`config.mk`:
```
export PLATFORM = sky130hd
export DESIGN_NAME = task_delay_timeout_queue_core
export DESIGN_NICKNAME = d
export VERILOG_FILES = /design/src/rtl/tdq_pkg.sv /design/src/rtl/task_delay_timeout_queue_core.sv
export VERILOG_INCLUDE_DIRS = /design/src /design/src/rtl
export SDC_FILE = /design/constraint.sdc
export NUM_CORES = 1
export LEC_CHECK = 0
export ABC_AREA = 1
export BUFFER_PORTS_ARGS = -buffer_cell sky130_fd_sc_hd__buf_4
export CAP_MARGIN = 25
export CORE_ASPECT_RATIO = 1.2
export CORE_MARGIN = 5
export CORE_UTILIZATION = 42
export DETAILED_ROUTE_END_ITERATION = 8
export PLACE_DENSITY_LB_ADDON = 0.05
export SYNTH_ARGS = -nofsm -noshare
export SYNTH_HDL_FRONTEND = slang
export SYNTH_SLANG_ARGS = --single-unit
```
`constraint.sdc`:
```
create_clock -name clock -period 4.5 [get_ports clock]
set_clock_uncertainty 0.2 [all_clocks]
set_input_delay 0.45 -clock clock [delete_from_list [all_inputs] [get_ports clock]]
set_output_delay 0.45 -clock clock [all_outputs]
set_load 0.02 [all_outputs]
```
`src/rtl/task_delay_timeout_queue_core_defines.svh`:
```
// ----------------------------------------------------------------------------
// Assertion macros for the delay and timeout queue.
// Each macro expands to one concurrent assertion, or to nothing when
// NO_ASSERTIONS is set.
// ----------------------------------------------------------------------------
`ifndef TASK_DELAY_TIMEOUT_QUEUE_CORE_DEFINES_SVH
`define TASK_DELAY_TIMEOUT_QUEUE_CORE_DEFINES_SVH
`ifndef NO_ASSERTIONS
// Checks that a condition holds at every clock edge outside of reset.
`define TDQ_ASSERT_ALWAYS(label, clk, rst, cond) \
   label: assert property (@(posedge clk) disable iff (rst) (cond)) \
      else $error("assertion failed");
// Checks that a condition implies a consequence at the same edge.
`define TDQ_ASSERT_IMPLIES(label, clk, rst, ante, cons) \
   label: assert property (@(posedge clk) disable iff (rst) (ante) |-> (cons)) \
      else $error("assertion failed");
// Checks that a condition implies a consequence at the next edge.
`define TDQ_ASSERT_NEXT(label, clk, rst, ante, cons) \
   label: assert property (@(posedge clk) disable iff (rst) (ante) |=> (cons)) \
      else $error("assertion failed");
`else
`define TDQ_ASSERT_ALWAYS(label, clk, rst, cond)
`define TDQ_ASSERT_IMPLIES(label, clk, rst, ante, cons)
`define TDQ_ASSERT_NEXT(label, clk, rst, ante, cons)
`endif
`endif

```
`src/rtl/tdq_pkg.sv`:
```
// ----------------------------------------------------------------------------
// Task delay queue package
// Shared types and codes for the delay and timeout queue.
// ----------------------------------------------------------------------------
`default_nettype none

package tdq_pkg;

   // Default sizes.
   localparam int unsigned MAX_ENTRIES_DEF = 16;
   localparam int unsigned TICK_BITS_DEF   = 32;
   localparam int unsigned ID_BITS_DEF     = 8;

   // Request kinds.
   localparam logic [1:0] REQ_ENQUEUE  = 2'd0;
   localparam logic [1:0] REQ_REMOVE   = 2'd1;
   localparam logic [1:0] REQ_TICK     = 2'd2;
   localparam logic [1:0] REQ_RESERVED = 2'd3;

   // Wait kinds reported with the request.
   localparam logic [1:0] WAIT_NONE        = 2'd0;
   localparam logic [1:0] WAIT_SEM         = 2'd1;
   localparam logic [1:0] WAIT_DELAY       = 2'd2;
   localparam logic [1:0] WAIT_SEM_TIMEOUT = 2'd3;

   // Result status codes.
   localparam logic [2:0] ST_OK    = 3'd0;
   localparam logic [2:0] ST_INVAL = 3'd1;
   localparam logic [2:0] ST_DUP   = 3'd2;
   localparam logic [2:0] ST_FULL  = 3'd3;
   localparam logic [2:0] ST_STATE = 3'd4;

   // Sequencer states.
   typedef enum logic [1:0] {
      S_IDLE,
      S_READ,
      S_EVAL,
      S_FINISH
   } state_type;

endpackage

`default_nettype wire

```
`src/rtl/task_delay_timeout_queue_core.sv`:
```
// ----------------------------------------------------------------------------
// Task delay and timeout queue
// Ordered table of waiting tasks held in one entry memory, with enqueue,
// removal of semaphore-timeout waiters and a tick that expires entries.
// ----------------------------------------------------------------------------
//
//   Channel  Direction  Beat contents
//   req_     in         tuser request kind, tdata task and wait details
//   rsp_     out        tdata status, expired task, counts; tlast ends item
//
// One item is worked on at a time. Each operation that passes its checks
// scans the queued entries through the entry memory, each in a read state
// and then an evaluate and write-back state, and closes with a finish state
// for the final beat. A tick emits one beat per expired entry and then a
// closing beat. A stalled result channel holds the scan.
// Reset clears the entry count at once; no memory clearing is needed.
`default_nettype none

`include "task_delay_timeout_queue_core_defines.svh"

module task_delay_timeout_queue_core
   import tdq_pkg::*;
#(
   parameter int unsigned MAX_ENTRIES = MAX_ENTRIES_DEF,
   parameter int unsigned TICK_BITS   = TICK_BITS_DEF,
   parameter int unsigned ID_BITS     = ID_BITS_DEF
) (
   input  wire logic        clock,
   input  wire logic        reset,
   input  wire logic        req_tvalid,
   output logic             req_tready,
   // [7:0] task_id, [39:8] wait_ticks, [40] task_found, [41] task_waiting,
   // [43:42] wait_kind, [47:44] zero
   input  wire logic [47:0] req_tdata,
   // [1:0] req_type
   input  wire logic [1:0]  req_tuser,
   output logic             rsp_tvalid,
   input  wire logic        rsp_tready,
   // [2:0] status, [10:3] expired_task, [11] expired_kind,
   // [16:12] expired_total, [21:17] held_count, [23:22] zero
   output logic [23:0]      rsp_tdata,
   output logic             rsp_tlast
);

   localparam int unsigned CNT_W = $clog2(MAX_ENTRIES + 1);
   localparam int unsigned IDX_W = (MAX_ENTRIES > 1) ? $clog2(MAX_ENTRIES) : 1;

   typedef struct packed {
      logic                 sem;
      logic [TICK_BITS-1:0] rem;
      logic [ID_BITS-1:0]   task_id;
   } entry_type;

   // Entry memory and its registered read port.
   entry_type entry_mem [MAX_ENTRIES];
   entry_type mem_q;
   logic      mem_we;
   logic [IDX_W-1:0] mem_waddr;
   entry_type mem_wdata;

   // Control and request registers.
   state_type state_ff, state_in;
   logic [1:0]           op_ff, op_in;
   logic [ID_BITS-1:0]   id_ff, id_in;
   logic [TICK_BITS-1:0] ticks_ff, ticks_in;
   logic                 semk_ff, semk_in;
   logic [2:0]           pre_ff, pre_in;
   logic                 hit_ff, hit_in;
   logic [CNT_W-1:0]     count_ff, count_in;
   logic [CNT_W-1:0]     rd_ff, rd_in;
   logic [CNT_W-1:0]     wr_ff, wr_in;
   logic [CNT_W-1:0]     exp_ff, exp_in;

   // Result register.
   logic        rsp_valid_ff;
   logic [23:0] rsp_data_ff;
   logic        rsp_last_ff;
   logic        rsp_load;
   logic [23:0] rsp_data_in;
   logic        rsp_last_in;
   logic        out_free;

   // Request decode.
   logic [1:0]           req_type;
   logic [ID_BITS-1:0]   req_id;
   logic [TICK_BITS-1:0] req_ticks;
   logic                 req_found;
   logic                 req_waiting;
   logic [1:0]           req_kind;
   logic [2:0]           pre_status;
   logic                 accept;

   // Evaluation of the entry just read.
   logic [TICK_BITS-1:0] rem_dec;
   logic                 drop;
   logic                 stall;
   logic                 scan_done;

   assign req_type    = req_tuser;
   assign req_id      = ID_BITS'(req_tdata[7:0]);
   assign req_ticks   = TICK_BITS'(req_tdata[39:8]);
   assign req_found   = req_tdata[40];
   assign req_waiting = req_tdata[41];
   assign req_kind    = req_tdata[43:42];

   assign req_tready = (state_ff == S_IDLE);
   assign accept     = req_tvalid && req_tready;
   assign out_free   = !rsp_valid_ff || rsp_tready;

   // Checks that need no table scan, in the order the operation defines.
   always_comb begin
      pre_status = ST_OK;
      unique case (req_type)
         REQ_ENQUEUE: begin
            if (req_ticks == '0 || !req_found) begin
               pre_status = ST_INVAL;
            end else if (!req_waiting ||
                         (req_kind != WAIT_DELAY && req_kind != WAIT_SEM_TIMEOUT)) begin
               pre_status = ST_STATE;
            end else if (req_id == '0) begin
               pre_status = ST_INVAL;
            end
         end
         REQ_REMOVE: begin
            if (req_id == '0 || !req_found) begin
               pre_status = ST_INVAL;
            end else if (!req_waiting || req_kind != WAIT_SEM_TIMEOUT) begin
               pre_status = ST_STATE;
            end
         end
         REQ_TICK: begin
            pre_status = ST_OK;
         end
         default: begin
            pre_status = ST_INVAL;
         end
      endcase
   end

   // Decision for the entry held in the read register.
   always_comb begin
      rem_dec = (mem_q.rem == '0) ? '0 : mem_q.rem - 1'b1;
      drop    = 1'b0;
      if (op_ff == REQ_TICK) begin
         drop = (rem_dec == '0);
      end else if (op_ff == REQ_REMOVE) begin
         drop = (mem_q.task_id == id_ff);
      end
      stall     = (op_ff == REQ_TICK) && drop && !out_free;
      scan_done = (rd_ff + 1'b1 == count_ff);
   end

   // Next state.
   always_comb begin
      state_in = state_ff;
      unique case (state_ff)
         S_IDLE: begin
            if (accept) begin
               if (pre_status == ST_OK && count_ff != '0) begin
                  state_in = S_READ;
               end else begin
                  state_in = S_FINISH;
               end
            end
         end
         S_READ: begin
            state_in = S_EVAL;
         end
         S_EVAL: begin
            if (!stall) begin
               state_in = scan_done ? S_FINISH : S_READ;
            end
         end
         S_FINISH: begin
            if (out_free) begin
               state_in = S_IDLE;
            end
         end
         default: begin
            state_in = S_IDLE;
         end
      endcase
   end

   // Datapath control, memory writes and result beats.
   always_comb begin
      op_in       = op_ff;
      id_in       = id_ff;
      ticks_in    = ticks_ff;
      semk_in     = semk_ff;
      pre_in      = pre_ff;
      hit_in      = hit_ff;
      count_in    = count_ff;
      rd_in       = rd_ff;
      wr_in       = wr_ff;
      exp_in      = exp_ff;
      mem_we      = 1'b0;
      mem_waddr   = wr_ff[IDX_W-1:0];
      mem_wdata   = mem_q;
      rsp_load    = 1'b0;
      rsp_data_in = '0;
      rsp_last_in = 1'b0;
      unique case (state_ff)
         S_IDLE: begin
            if (accept) begin
               op_in    = req_type;
               id_in    = req_id;
               ticks_in = req_ticks;
               semk_in  = (req_kind == WAIT_SEM_TIMEOUT);
               pre_in   = pre_status;
               hit_in   = 1'b0;
               rd_in    = '0;
               wr_in    = '0;
               exp_in   = '0;
            end
         end
         S_READ: begin
         end
         S_EVAL: begin
            if (!stall) begin
               // Kept entries are written back compacted toward the head.
               if (!drop) begin
                  mem_we    = 1'b1;
                  mem_wdata = mem_q;
                  if (op_ff == REQ_TICK) begin
                     mem_wdata.rem = rem_dec;
                  end
                  wr_in = wr_ff + 1'b1;
               end
               if (op_ff != REQ_TICK && mem_q.task_id == id_ff) begin
                  hit_in = 1'b1;
               end
               if (op_ff == REQ_TICK && drop) begin
                  exp_in      = exp_ff + 1'b1;
                  rsp_load    = 1'b1;
                  rsp_data_in = {2'b00, 5'(count_ff - exp_ff - 1'b1), 5'd0, mem_q.sem,
                                 8'(mem_q.task_id), ST_OK};
               end
               rd_in = rd_ff + 1'b1;
            end
         end
         S_FINISH: begin
            if (out_free) begin
               rsp_load    = 1'b1;
               rsp_last_in = 1'b1;
               if (pre_ff != ST_OK) begin
                  rsp_data_in = {2'b00, 5'(count_ff), 5'd0, 1'b0, 8'd0, pre_ff};
               end else if (op_ff == REQ_TICK) begin
                  count_in    = wr_ff;
                  rsp_data_in = {2'b00, 5'(wr_ff), 5'(exp_ff), 1'b0, 8'd0, ST_OK};
               end else if (op_ff == REQ_REMOVE) begin
                  count_in    = wr_ff;
                  rsp_data_in = {2'b00, 5'(wr_ff), 5'd0, 1'b0, 8'd0,
                                 hit_ff ? ST_OK : ST_INVAL};
               end else if (hit_ff) begin
                  rsp_data_in = {2'b00, 5'(count_ff), 5'd0, 1'b0, 8'd0, ST_DUP};
               end else if (count_ff == CNT_W'(MAX_ENTRIES)) begin
                  rsp_data_in = {2'b00, 5'(count_ff), 5'd0, 1'b0, 8'd0, ST_FULL};
               end else begin
                  // Append at the tail.
                  mem_we            = 1'b1;
                  mem_waddr         = count_ff[IDX_W-1:0];
                  mem_wdata.task_id = id_ff;
                  mem_wdata.rem     = ticks_ff;
                  mem_wdata.sem     = semk_ff;
                  count_in          = count_ff + 1'b1;
                  rsp_data_in = {2'b00, 5'(count_ff + 1'b1), 5'd0, 1'b0, 8'd0, ST_OK};
               end
            end
         end
         default: begin
         end
      endcase
   end

   // Entry memory: one write port, one registered read port.
   always_ff @(posedge clock) begin
      if (mem_we) begin
         entry_mem[mem_waddr] <= mem_wdata;
      end
      if (state_ff == S_READ) begin
         mem_q <= entry_mem[rd_ff[IDX_W-1:0]];
      end
   end

   // Control registers.
   always_ff @(posedge clock) begin
      if (reset) begin
         state_ff     <= S_IDLE;
         op_ff        <= REQ_ENQUEUE;
         count_ff     <= '0;
         rd_ff        <= '0;
         wr_ff        <= '0;
         exp_ff       <= '0;
         hit_ff       <= 1'b0;
         pre_ff       <= ST_OK;
         rsp_valid_ff <= 1'b0;
      end else begin
         state_ff <= state_in;
         op_ff    <= op_in;
         count_ff <= count_in;
         rd_ff    <= rd_in;
         wr_ff    <= wr_in;
         exp_ff   <= exp_in;
         hit_ff   <= hit_in;
         pre_ff   <= pre_in;
         if (rsp_load) begin
            rsp_valid_ff <= 1'b1;
         end else if (rsp_tready) begin
            rsp_valid_ff <= 1'b0;
         end
      end
   end

   // Payload registers.
   always_ff @(posedge clock) begin
      id_ff    <= id_in;
      ticks_ff <= ticks_in;
      semk_ff  <= semk_in;
      if (rsp_load) begin
         rsp_data_ff <= rsp_data_in;
         rsp_last_ff <= rsp_last_in;
      end
   end

   assign rsp_tvalid = rsp_valid_ff;
   assign rsp_tdata  = rsp_data_ff;
   assign rsp_tlast  = rsp_last_ff;

   // The table never holds more entries than it has room for.
   `TDQ_ASSERT_ALWAYS(a_count_bound, clock, reset, count_ff <= CNT_W'(MAX_ENTRIES))
   // Compaction never writes ahead of the read position.
   `TDQ_ASSERT_ALWAYS(a_wr_behind_rd, clock, reset, wr_ff <= rd_ff)
   // During a tick every entry scanned is either kept or expired.
   `TDQ_ASSERT_IMPLIES(a_tick_balance, clock, reset, op_ff == REQ_TICK && state_ff != S_IDLE, wr_ff + exp_ff == rd_ff)
   // A new beat is loaded only when the result register is free.
   `TDQ_ASSERT_IMPLIES(a_no_overwrite, clock, reset, rsp_load, out_free)
   // The closing beat returns the sequencer to idle.
   `TDQ_ASSERT_NEXT(a_finish_idle, clock, reset, state_ff == S_FINISH && out_free, state_ff == S_IDLE)

endmodule

`default_nettype wire
```
==> results of run 1 <==
==> metal layers <==
| layer | GRT usage (%) | up-vias | wire (um) |
|---|---|---|---|
| met1 | 30.6 | 11100 | 43900 |
| met2 | 35.9 | 576 | 45000 |
| met3 | 2.82 | 92 | 4410 |
| met4 | 5.01 | 0 | 1610 |
| met5 | 0 | - | 0 |
| li1 | - | 10500 | - |
==> state kept, by name, indices dropped and copies added (netlist names), 2 cells and up <==
name and count:
state_ff 2, exp_ff 5, op_ff 2, pre_ff 2, mem_q 41, entry_mem 656
rsp_tdata 22, id_ff 8, rd_ff 5, ticks_ff 32, count_ff 5, wr_ff 5
==> cell usage after synthesis, drive strengths merged, types with 12 or more instances <==
cell    count  area (sq um)
edfxtp    761         22900
o21ai     346          1730
inv       284          1070
nand2     284          1080
a21oi     237          1190
o211ai    173          1300
mux2i     164          1640
nor2      158           631
clkbuf    131           492
nand3     109           561
dfxtp      28           561
buf        23           120
nand4      19           119
xor2       15           131
ha         12           150
==> path summary, 6_finish.rpt <==
path | cells after the start | end | slack (ns)
worst max-delay path | 15 | entry_mem[15][28]$_DFFE_PP_ | 0.30
worst max register to register | 15 | entry_mem[15][28]$_DFFE_PP_ | 0.30
worst min-delay path | 5 | state_ff[1]$_SDFFE_PP0P_ | 0.11
worst min register to register | 2 | rd_ff[4]$_SDFFE_PP0P_ | 0.29
==> cells by family after synthesis <==
kind of cell               Yosys count  share of synthesized area (%)
DFF                                789                           68.9
AOI/OAI and AO/OA                  773                           12.8
and+or+nand+nor                    587                           7.33
buffers and inverters              440                           4.96
muxes                              164                           4.83
xor gates and xnor gates            24                          0.619
adders and majority gates           13                          0.501
other                                1                         0.0110
==> worst max-delay path, cell delays in order (launching register included) <==
cell,delay [ns]
edfxtp_1,0.37
inv_1,0.14
ha_1,0.28
nand3_1,0.21
nor2_1,0.41
nand2_1,0.11
nand2_1,0.08
nand3_1,0.09
nand2_1,0.12
nor2_1,0.05
nand2_1,0.11
nor2_4,0.07
nand2_1,0.13
nand3_2,0.29
a21oi_4,0.88
buf_4,0.33
==> report_power, final <==
part | switching [mW] | internal (mW) | total, mW
clock network | 2.83 | 4.09 | 6.92
logic | 2.10 | 0.884 | 2.98
registers | 0.207 | 8.79 | 8.99
==> placed cells by master (no fill, tap or decap), drive strengths merged, types with 36 or more instances in the layout <==
cell / instances
o211ai: 173
nand2: 284
a21oi: 237
nand3: 109
clkinv: 36
buf: 194
inv: 289
edfxtp: 761
nor2: 158
o21ai: 346
dlygate4sd3: 46
clkbuf: 99
mux2i: 164
==> final cells by class <==
class,instances,share of cell area [%]
Clock buffer,99,5.53
Timing Repair Buffer,240,5.89
Sequential cell,789,58.6
Clock inverter,54,1.36
Tap cell,1044,3.27
Inverter,286,2.69
Multi-Input combinational cell,1563,22.7
==> metrics, run 1 <==
outcome complete, no violations; Ys Warns 0; Post-synth ARST share 0%; Worst Hold Class in -> reg; Multi-input gate area a little over 9000 sq um; DP Wirelength a little under 60 mm; RD Place Congestion a little under 0.9; top-level port count between 80 and 90; Initial Util roughly 42%; sequential area share after synthesis between 60 and 70%; largest fanout on the critical path 16; port bufs 74; Hold Vio Cnt, Final 0; worst setup margin approximately 0.3 ns; H-tree levels 3; DR WL/cell roughly 23 um; initial antenna violation count 1; clk buf depth 3; Horiz. Die Dim around 270 um; drt first pass iters 8; WP data required around 4.6 ns; DR vias/cell approximately 5.5; aggregate global-route resource usage ~22%; EDFF count, synth approximately 760; Synth-to-Final Area Change 17.7%; Synth Flop Type edfxtp_1; Yosys reg bits 789; CTS buffer count 83; Pwr Total between 15 and 20 mW; TritonCTS clock tree yes; worst r2r src mem_q[8]$_DFFE_PP_; share of cells above drive strength 1 12.3%; total number of vias 22300; RSZ-0062 raised after global routing no; Hold Crit Start rsp_tready; Placed Cells incl. Taps just under 4000; clock root cell clkbuf_16; Worst Setup Path Type reg -> reg; VDD IR max 0.000296 V; post-cts sizing count 0; final core utilization between 40 and 50%; Power Density between 400 and 500 nW/um^2; fillcell total roughly 7000; Yosys cell types 40; leak pwr between 10 and 15 nW; vias in the first global route about 22000; Sequential Area ~23000 sq um; Worst-Skew Late Latency ~0.64 ns; Mean Syn Cell Area approximately 12 sq um; Setup-failing EPs final 0; clock slew at reported path FFs roughly 0.06 ns; Post-Place Setup Slack 0.288 ns; minimum clock period 4.20 ns; Rows about 110; Critical path origin mem_q[8]$_DFFE_PP_; crit path DAT between 4 and 5 ns; Hold Buf Count CTS 46; crit share post-route slightly above 90%; Critical Path Sink Type flip-flop; Iter 0 DRT Violations approximately 2000; total negative slack 0 ns; first-pass GRT wire length around 140 mm; Remaining DRCs 0; final instance area 40000 sq um; nets between 3000 and 4000; post-route antenna net violation count 0; Rel. slew slack approximately a third; Max Cap Viol 0; antenna cell count 0; worst slew pin tran ~1.0 ns; fmax about 240 MHz; post-synth design cell area 34000 sq um; # Post-CTS Setup Buffers 0; grt total ovfl 0; Cells after Synth ~2800; Sink Count 789; Final Non-Filler Cells ~4100; die area just under 90000 sq um; Max Slew Vio Count 0; core footprint about 80000 sq um; die span in y ~320 um; Hold WS between 0.1 and 0.15 ns; critical path startpoint category flip-flop; largest net degree at the start of global routing roughly 100; Area after DPL ~37000 sq um; Routed WL between 90 and 100 mm
Note: power is estimated with default switching activity, not from simulation.
==> run 2, diff against run 1 <==
==> constraint.sdc (replaced) <==
create_clock -name clock -period 3.63 [get_ports clock]
set_clock_uncertainty 0.2 [all_clocks]
set_input_delay 0.363 -clock clock [delete_from_list [all_inputs] [get_ports clock]]
set_output_delay 0.363 -clock clock [all_outputs]
set_load 0.02 [all_outputs]
==> run 2 against run 1 <==
Net effect: power increased by 25%; cell area increased by 2.2%; critical endpoint is now entry_mem[15][30]$_DFFE_PP_; global-route usage fell by 0.48 points; non-clock buffer count rose by 71; largest power group unchanged; count of clock-buffer cells in the layout increased by 1; critical path depth is 4 higher; combinational power up 34%; routed wire length is 1.9% lower; first-iteration DRC count shrank 19%; sequential cell count stayed put.
==> metrics, run 2 (same netlist as run 1, synthesis figures left out) <==
post-route antenna net violation count 0 (unchanged); commonest non-fill, non-tap cell in the layout edfxtp_1 (unchanged); worst r2r dst entry_mem[15][30]$_DFFE_PP_ (was entry_mem[15][28]$_DFFE_PP_); port bufs 74 (unchanged); Power Internal 17.2 mW (was 13.8 mW); Power Density 580 nW/um^2 (was 473 nW/um^2); top-level port count 81 (unchanged); grt total ovfl 0 (unchanged); RD Place Congestion 0.876 (was 0.883); Initial Util 42.2% (unchanged); outcome complete, no violations (unchanged); sink of the worst hold path pre_ff[2]$_SDFFE_PP0P_ (was state_ff[1]$_SDFFE_PP0P_); die area 86700 sq um (unchanged); Placed Cells incl. Taps 3928 (was 3876); Hold Vio Cnt, Final 0 (unchanged); clock power share 36.4% (was 36.6%); logic gate share of total power 16.8% (was 15.8%); Routed WL 93.1 mm (was 95.0 mm); largest fanout on the critical path 25 (was 16); fillcell total 7008 (was 7023); Worst Setup Path Type reg -> reg (unchanged); worst r2r src mem_q[9]$_DFFE_PP_ (was mem_q[8]$_DFFE_PP_); DP Wirelength 59.4 mm (was 58.3 mm); Post-Place Setup Slack 0.00439 ns (was 0.288 ns); leak pwr 14.3 nW (was 13.9 nW); Rel. slew slack 32.1% (was 33.6%); TritonCTS clock tree yes (unchanged); Max Cap Viol 0 (unchanged); clock root cell clkbuf_16 (unchanged); worst slew pin tran 1.02 ns (was 0.996 ns); total negative slack 0 ns (unchanged); Iter 0 DRT Violations 1571 (was 1947); Final Non-Filler Cells 4151 (was 4075); Setup-failing EPs final 0 (unchanged); Area after DPL 37300 sq um (was 36800 sq um); reg2reg setup slack 0.17 ns (was 0.30 ns); die span in y 321 um (unchanged); DR WL/cell 22.4 um (was 23.3 um); Sw Share 27.5% (was 27.2%); H-tree levels 3 (unchanged); VDD IR max 0.000393 V (was 0.000296 V); RSZ-0062 raised after global routing no (unchanged); DR vias/cell 5.38 (was 5.47); Worst-Skew Late Latency 0.64 ns (about the same); FF-to-FF path depth 19 (was 15); Horiz. Die Dim 270 um (unchanged); vias in the first global route 21800 (was 22000); Max Slew Vio Count 0 (unchanged); Rows 114 (unchanged); initial antenna violation count 5 (was 1); minimum clock period 3.46 ns (was 4.20 ns); core footprint 80400 sq um (unchanged); worst setup margin 0.168 ns (was 0.300 ns); CTS buffer count 85 (was 83); clock slew at reported path FFs 0.06 ns (about the same); most frequent cells in the layout 761 x edfxtp_1, 339 x o21ai_0, 275 x nand2_1, 270 x inv_1, 221 x a21oi_1 (was 761 x edfxtp_1, 342 x o21ai_0, 277 x nand2_1, 272 x inv_1, 221 x a21oi_1); Worst Hold Class in -> reg (unchanged); total number of vias 22300 (about the same); critical path startpoint category flip-flop (unchanged); WP data required 3.81 ns (was 4.62 ns); aggregate global-route resource usage 21.1% (was 21.6%); hold depth 6 (was 5); crit share post-route 95.4% (was 93.3%); Hold Crit Start req_tdata[43] (was rsp_tready); crit path DAT 3.64 ns (was 4.32 ns); final instance area 40800 sq um (was 40000 sq um); share of cells above drive strength 1 14.7% (was 12.3%); first-pass GRT wire length 139 mm (was 142 mm); Synth-to-Final Area Change 20.3% (was 17.7%); top flop regs entry_mem (656), mem_q (41), ticks_ff (32) (unchanged); Critical Path Sink Type flip-flop (unchanged); Sequential Power Share 46.8% (was 47.6%); clk buf depth 3 (unchanged); Sink Count 789 (unchanged); Top reg by flops entry_mem (unchanged); max FFs per register 656 (unchanged); nets 3103 (was 3030); drt first pass iters 6 (was 8); fmax 289 MHz (was 238 MHz); Remaining DRCs 0 (unchanged); Pwr Total 23.7 mW (was 18.9 mW); Sw Pwr 6.52 mW (was 5.13 mW); largest net degree at the start of global routing 125 (was 102)
## run 2: cell types whose count changed in the layout (fill, tap and decap cells not counted), moves of 6 or more
cell / change
clkinv_2: +9
buf_4: +46
clkinv_1: -6
buf_12: +22
## run 2: worst max-delay path by stage
stage	start	end	depth (start not counted)
floorplan	mem_q[8]$_DFFE_PP_	entry_mem[10][0]$_DFFE_PP_	15
global placement	mem_q[9]$_DFFE_PP_	entry_mem[4][0]$_DFFE_PP_	16
detailed placement	mem_q[9]$_DFFE_PP_	entry_mem[4][7]$_DFFE_PP_	16
CTS	mem_q[9]$_DFFE_PP_	entry_mem[4][1]$_DFFE_PP_	16
global route	mem_q[9]$_DFFE_PP_	entry_mem[15][18]$_DFFE_PP_	19
finish	mem_q[9]$_DFFE_PP_	entry_mem[15][30]$_DFFE_PP_	19
## run 2: stage by stage
| stage | hold slack [ns] | util (%) |
|---|---|---|
| 2_1_floorplan | 0.241 | - |
| 3_3_place_gp | 0.263 | 46.4 |
| 3_5_place_dp | 0.286 | 46.4 |
| 4_1_cts | 0.000170 | 50.5 |
| 5_1_grt | 0.114 | 50.8 |
| 6_report | 0.0417 | 50.8 |
## run 2: cell type report
class	instances	area (sq um)	share of cell area [%]
clock buffers	100	2230	5.45
repair buffers	311	3170	7.75
diodes	2	5.00	0.0123
well taps	1044	1310	3.20
flip-flops and latches	789	23400	57.4
inverters	286	1080	2.63
multi-input cells	1563	9100	22.3
clock inverters	56	538	1.32
## run 2: routing by layer
layer  GRT usage (%)  part of all wire, %  vias to the layer above  wire (um)
met4            6.60                  2.7                        0       2540
met5               0                    0                        -          0
met1            29.4                   45                    11000      42000
met2            34.4                   47                      566      43900
met3            3.51                  5.0                      125       4640
li1                -                    -                    10700          -
## run 2: repair_timing
action	CTS	global route
hold endpoints to repair	58	0
buffers inserted	0	14
setup endpoints to repair	0	721
hold buffers	49	0
resized for setup	0	12
## run 2: power groups by stage
| stage | registers [mW] | clock network, mW | logic, mW |
|---|---|---|---|
| CTS | 11.1 | 8.85 | 3.97 |
| global route | 11.1 | 9.23 | 4.37 |
| floorplan | 11.2 | 0 | 2.19 |
| detailed placement | 11.3 | 0 | 3.92 |
| finish | 11.1 | 8.61 | 3.98 |
| global placement | 11.3 | 0 | 3.85 |
## run 2: critical path, cell delays in order, from the launching register on
cell and delay (ns):
edfxtp_1 0.41, inv_1 0.12, ha_2 0.25, nand2_2 0.09
inv_2 0.07, nand2_1 0.09, nor2_1 0.15, nand2_2 0.08
buf_12 0.17, nand3_2 0.14, nand2_1 0.08, nor2_1 0.10
nand2_1 0.11, nor2_4 0.23, nand2_2 0.14, nand3_4 0.14
buf_12 0.18, a21oi_4 0.08, buf_4 0.18, buf_12 0.15
